<file path="src/rtl/core/mstw_ram.sv">
// Generic single-clock RAM with one write port and one registered read port.
`timescale 1ns / 1ps

module mstw_ram #(
    parameter int WIDTH = 8,
    parameter int DEPTH = 16,
    localparam int ADDR_W = (DEPTH > 1) ? $clog2(DEPTH) : 1
) (
    input  logic              clk,
    input  logic              we,
    input  logic [ADDR_W-1:0] waddr,
    input  logic [WIDTH-1:0]  wdata,
    input  logic [ADDR_W-1:0] raddr,
    output logic [WIDTH-1:0]  rdata
);

    logic [WIDTH-1:0] mem [DEPTH];
    logic [WIDTH-1:0] rdata_reg;

    always_ff @(posedge clk)
    begin
        if (we)
        begin
            mem[waddr] <= wdata;
        end
        rdata_reg <= mem[raddr];
    end

    assign rdata = rdata_reg;

endmodule

</file>
<file path="config.mk">
export PLATFORM = sky130hd
export DESIGN_NAME = mstw_ram
export DESIGN_NICKNAME = d
export VERILOG_FILES = /design/src/rtl/core/mstw_ram.sv
export SDC_FILE = /design/constraint.sdc
export NUM_CORES = 1
export LEC_CHECK = 0
export ABC_AREA = 1
export BUFFER_PORTS_ARGS = -buffer_cell sky130_fd_sc_hd__buf_2
export CORE_MARGIN = 2
export CORE_UTILIZATION = 35
export CTS_BUF_LIST = sky130_fd_sc_hd__clkbuf_16
export DETAILED_ROUTE_END_ITERATION = 10
export PLACE_DENSITY = 0.59
export SLEW_MARGIN = 20
export SYNTH_ARGS = -nofsm -noshare
export SYNTH_HDL_FRONTEND = slang
export SYNTH_SLANG_ARGS = --single-unit
export TNS_END_PERCENT = 5
</file>
<file path="constraint.sdc">
create_clock -name clk -period 1.8 [get_ports clk]
set_input_delay 0.18 -clock clk [delete_from_list [all_inputs] [get_ports clk]]
set_output_delay 0.18 -clock clk [all_outputs]
set_load 0.02 [all_outputs]
</file>
==> flow_metrics.env <==
export IMPL_status="complete, no violations"
export IMPL_fin_util_pct=42.2
export IMPL_drc=0
export IMPL_multi_input_area_um2=1210
export IMPL_clk_pin_slew_ps=60
export IMPL_cts_tree="built"
export IMPL_antenna_cells=0
export IMPL_power_density_nw_per_um2=1100
export IMPL_final_area_um2=6760
export IMPL_worstPathArrival_ps=960
export IMPL_clock_latency_ps=410
export IMPL_post_cts_setup_buffers=0
export IMPL_synth_area_leaders="edfxtp_1, nand2_1, nand3_1, inv_1, dfxtp_1"
export IMPL_via_per_inst=4.45
export IMPL_port_buffers=25
export IMPL_cp_slowest_cell="dfxtp_1"
export IMPL_drtIter0Drc=332
export IMPL_worstHoldEndpoint="rdata[3]"
export IMPL_startpoint_type="flop"
export IMPL_ys_ff_latch=136
export IMPL_grt_pass1_vias=3621
export IMPL_hp_class="input port to flop"
export IMPL_wl_per_cell_um=15.3
export IMPL_initial_core_util_pct=36.0
export IMPL_max_cap_violations=0
export IMPL_p_leak_nw=2.92
export IMPL_post_cts_resize_count=0
export IMPL_setup_viol_count_final=0
export IMPL_final_min_clock_period_ps=1140
export IMPL_synthesis_area_um2=5770
export IMPL_synth_top_cells_by_count="nand2_1, edfxtp_1, inv_1, nand3_1, nor2_1"
export IMPL_r2r_end="rdata[4]"
export IMPL_grt_usage_pct=15.0
export IMPL_fmax_ghz=0.880
export IMPL_hold_buffers=0
export IMPL_dpl_cell_area_um2=6170
export IMPL_reg2reg_slack_ps=790
export IMPL_worst_pin_slew_ps=570
export IMPL_core_area_um2=16000
export IMPL_wl_met1_um=5770
export IMPL_relSlewSlack_pct=62.0
export IMPL_rsz0062_at_grt="false"
export IMPL_synth_flop_cell="edfxtp_1"
export IMPL_crit_path_end_kind="output port"
export IMPL_synth_most_common_cell="nand2_1"
export IMPL_dr_pass1_iters=5
export IMPL_final_layout_size_suffix_gt1_share_pct=12.4
export IMPL_worst_path_buf_inv=1
export IMPL_synth_edf_count=128
export IMPL_die_y_um=132
export IMPL_worstPathMaxFanout=1
export IMPL_required_ps=1620
export IMPL_die_width_um=132
export IMPL_dr_max_layer_used="met4"
export IMPL_startpoint="rdata[4]"
export IMPL_worstRegToRegCells=6
export IMPL_ant_nets=0
export IMPL_worstSetupPathType="flop to output port"
export IMPL_grt_max_degree=65
export IMPL_regArea_um2=4000
export IMPL_htreeDepth=4
export IMPL_numCtsBuffers=17
export IMPL_nets=609
export IMPL_grt_overflow=0
export IMPL_routed_wl_um=12500
export IMPL_layout_worst_path_cycle_share_pct=63.1
export IMPL_syn_area_per_cell_um2=10.5
export IMPL_power_total_w=0.00740
export IMPL_clkSinkCount=136
export IMPL_cpPeakStageDelay_ps=370
export IMPL_async_flop_share_pct=0
export IMPL_synth_warnings=0
export IMPL_syn_nets=569
export IMPL_largest_reg_flops=128
export IMPL_hold_viol_final=0
export IMPL_skew_ps=5.86
export IMPL_row_count=46
export IMPL_place_hpwl_um=7790
export IMPL_synth_yosys_seq_area_share_pct=69.4
export IMPL_antenna_found_initial=0
export IMPL_synthCells=551
export IMPL_wl_met2_um=6140
export IMPL_cts_buffer_depth=2
export IMPL_r2r_start="mem[11][4]"
export IMPL_holdPathStages=3
export IMPL_ys_types=12
export IMPL_cp_cell_sequence="buf_2"
export IMPL_slew_violations=0
export IMPL_hp_start="raddr[3]"
export IMPL_cts_root_buf="clkbuf_16"
export IMPL_vias=3651
export IMPL_crit_family="flip-flops"
export IMPL_setup_tns_final_ps=0
export IMPL_area_delta_synth_final_pct=17.2
export IMPL_grt_pass1_wl_um=19800
export IMPL_gp_congestion=0.820
export IMPL_ir_drop_mv=0.624
export IMPL_wl_met3_um=502
export IMPL_synth_top_area_cell="edfxtp_1"
export IMPL_synth_top_area_share_pct=66.7
export IMPL_nFillCells=1534
export IMPL_design_die_area_um2=17500
export IMPL_ios=26
worst max path at each step:
stage | endpoint | cells after the start
finish | rdata[4] | 1
global placement | rdata[0] | 6
detailed placement | rdata[3] | 6
CTS | rdata[4] | 1
global route | rdata[4] | 1
floorplan | mem[10][0] | 2
metrics by stage:
stage | setup WS, ps | std cells | hold slack, ps
floorplan | 669 | 551 | 279
global placement | 478 | 788 | 548
detailed placement | 476 | 788 | 549
CTS | 623 | 820 | 117
global route | 622 | 820 | 137
finish | 664 | 820 | 139
cell usage in the layout, fill, tap and decap left out:
cell,count
nor2_1,17
buf_4,18
inv_2,2
clkbuf_16,17
inv_1,102
clkinv_2,3
clkinv_4,4
nand3b_1,2
nand2_1,173
buf_12,2
edfxtp_1,128
nand3_1,97
clkinvlp_4,1
dfxtp_1,8
buf_2,25
bufinv_16,3
clkinv_1,2
logic make-up (layout without fill, tap and decap cells):
group | count (synthesis) | in the layout | share of synthesized area (%)
buffers and inverters | 126 | 179 | 9.52
DFF | 136 | 136 | 69.4
and+or+nand+nor | 289 | 289 | 21.0
final cells by class:
class | count | area share, %
Sequential cell | 136 | 59.2
Clock buffer | 17 | 6.29
Multi-Input combinational cell | 289 | 18.0
Tap cell | 216 | 4.00
Clock inverter | 15 | 2.41
Inverter | 102 | 5.66
Timing Repair Buffer | 45 | 4.44
layer usage:
layer | GRT usage [%] | vias up
li1 | - | 1854
met4 | 5.02 | 0
met2 | 24.5 | 81
met3 | 3.00 | 10
met5 | 0 | -
met1 | 20.1 | 1706
report_power, final:
group	switching [W]	internal [W]	leakage [nW]
sequential	0.0000238	0.00354	1.22
clock	0.00124	0.00215	0.294
combinational	0.000318	0.000128	1.41
(Power assumes the default switching activity.)
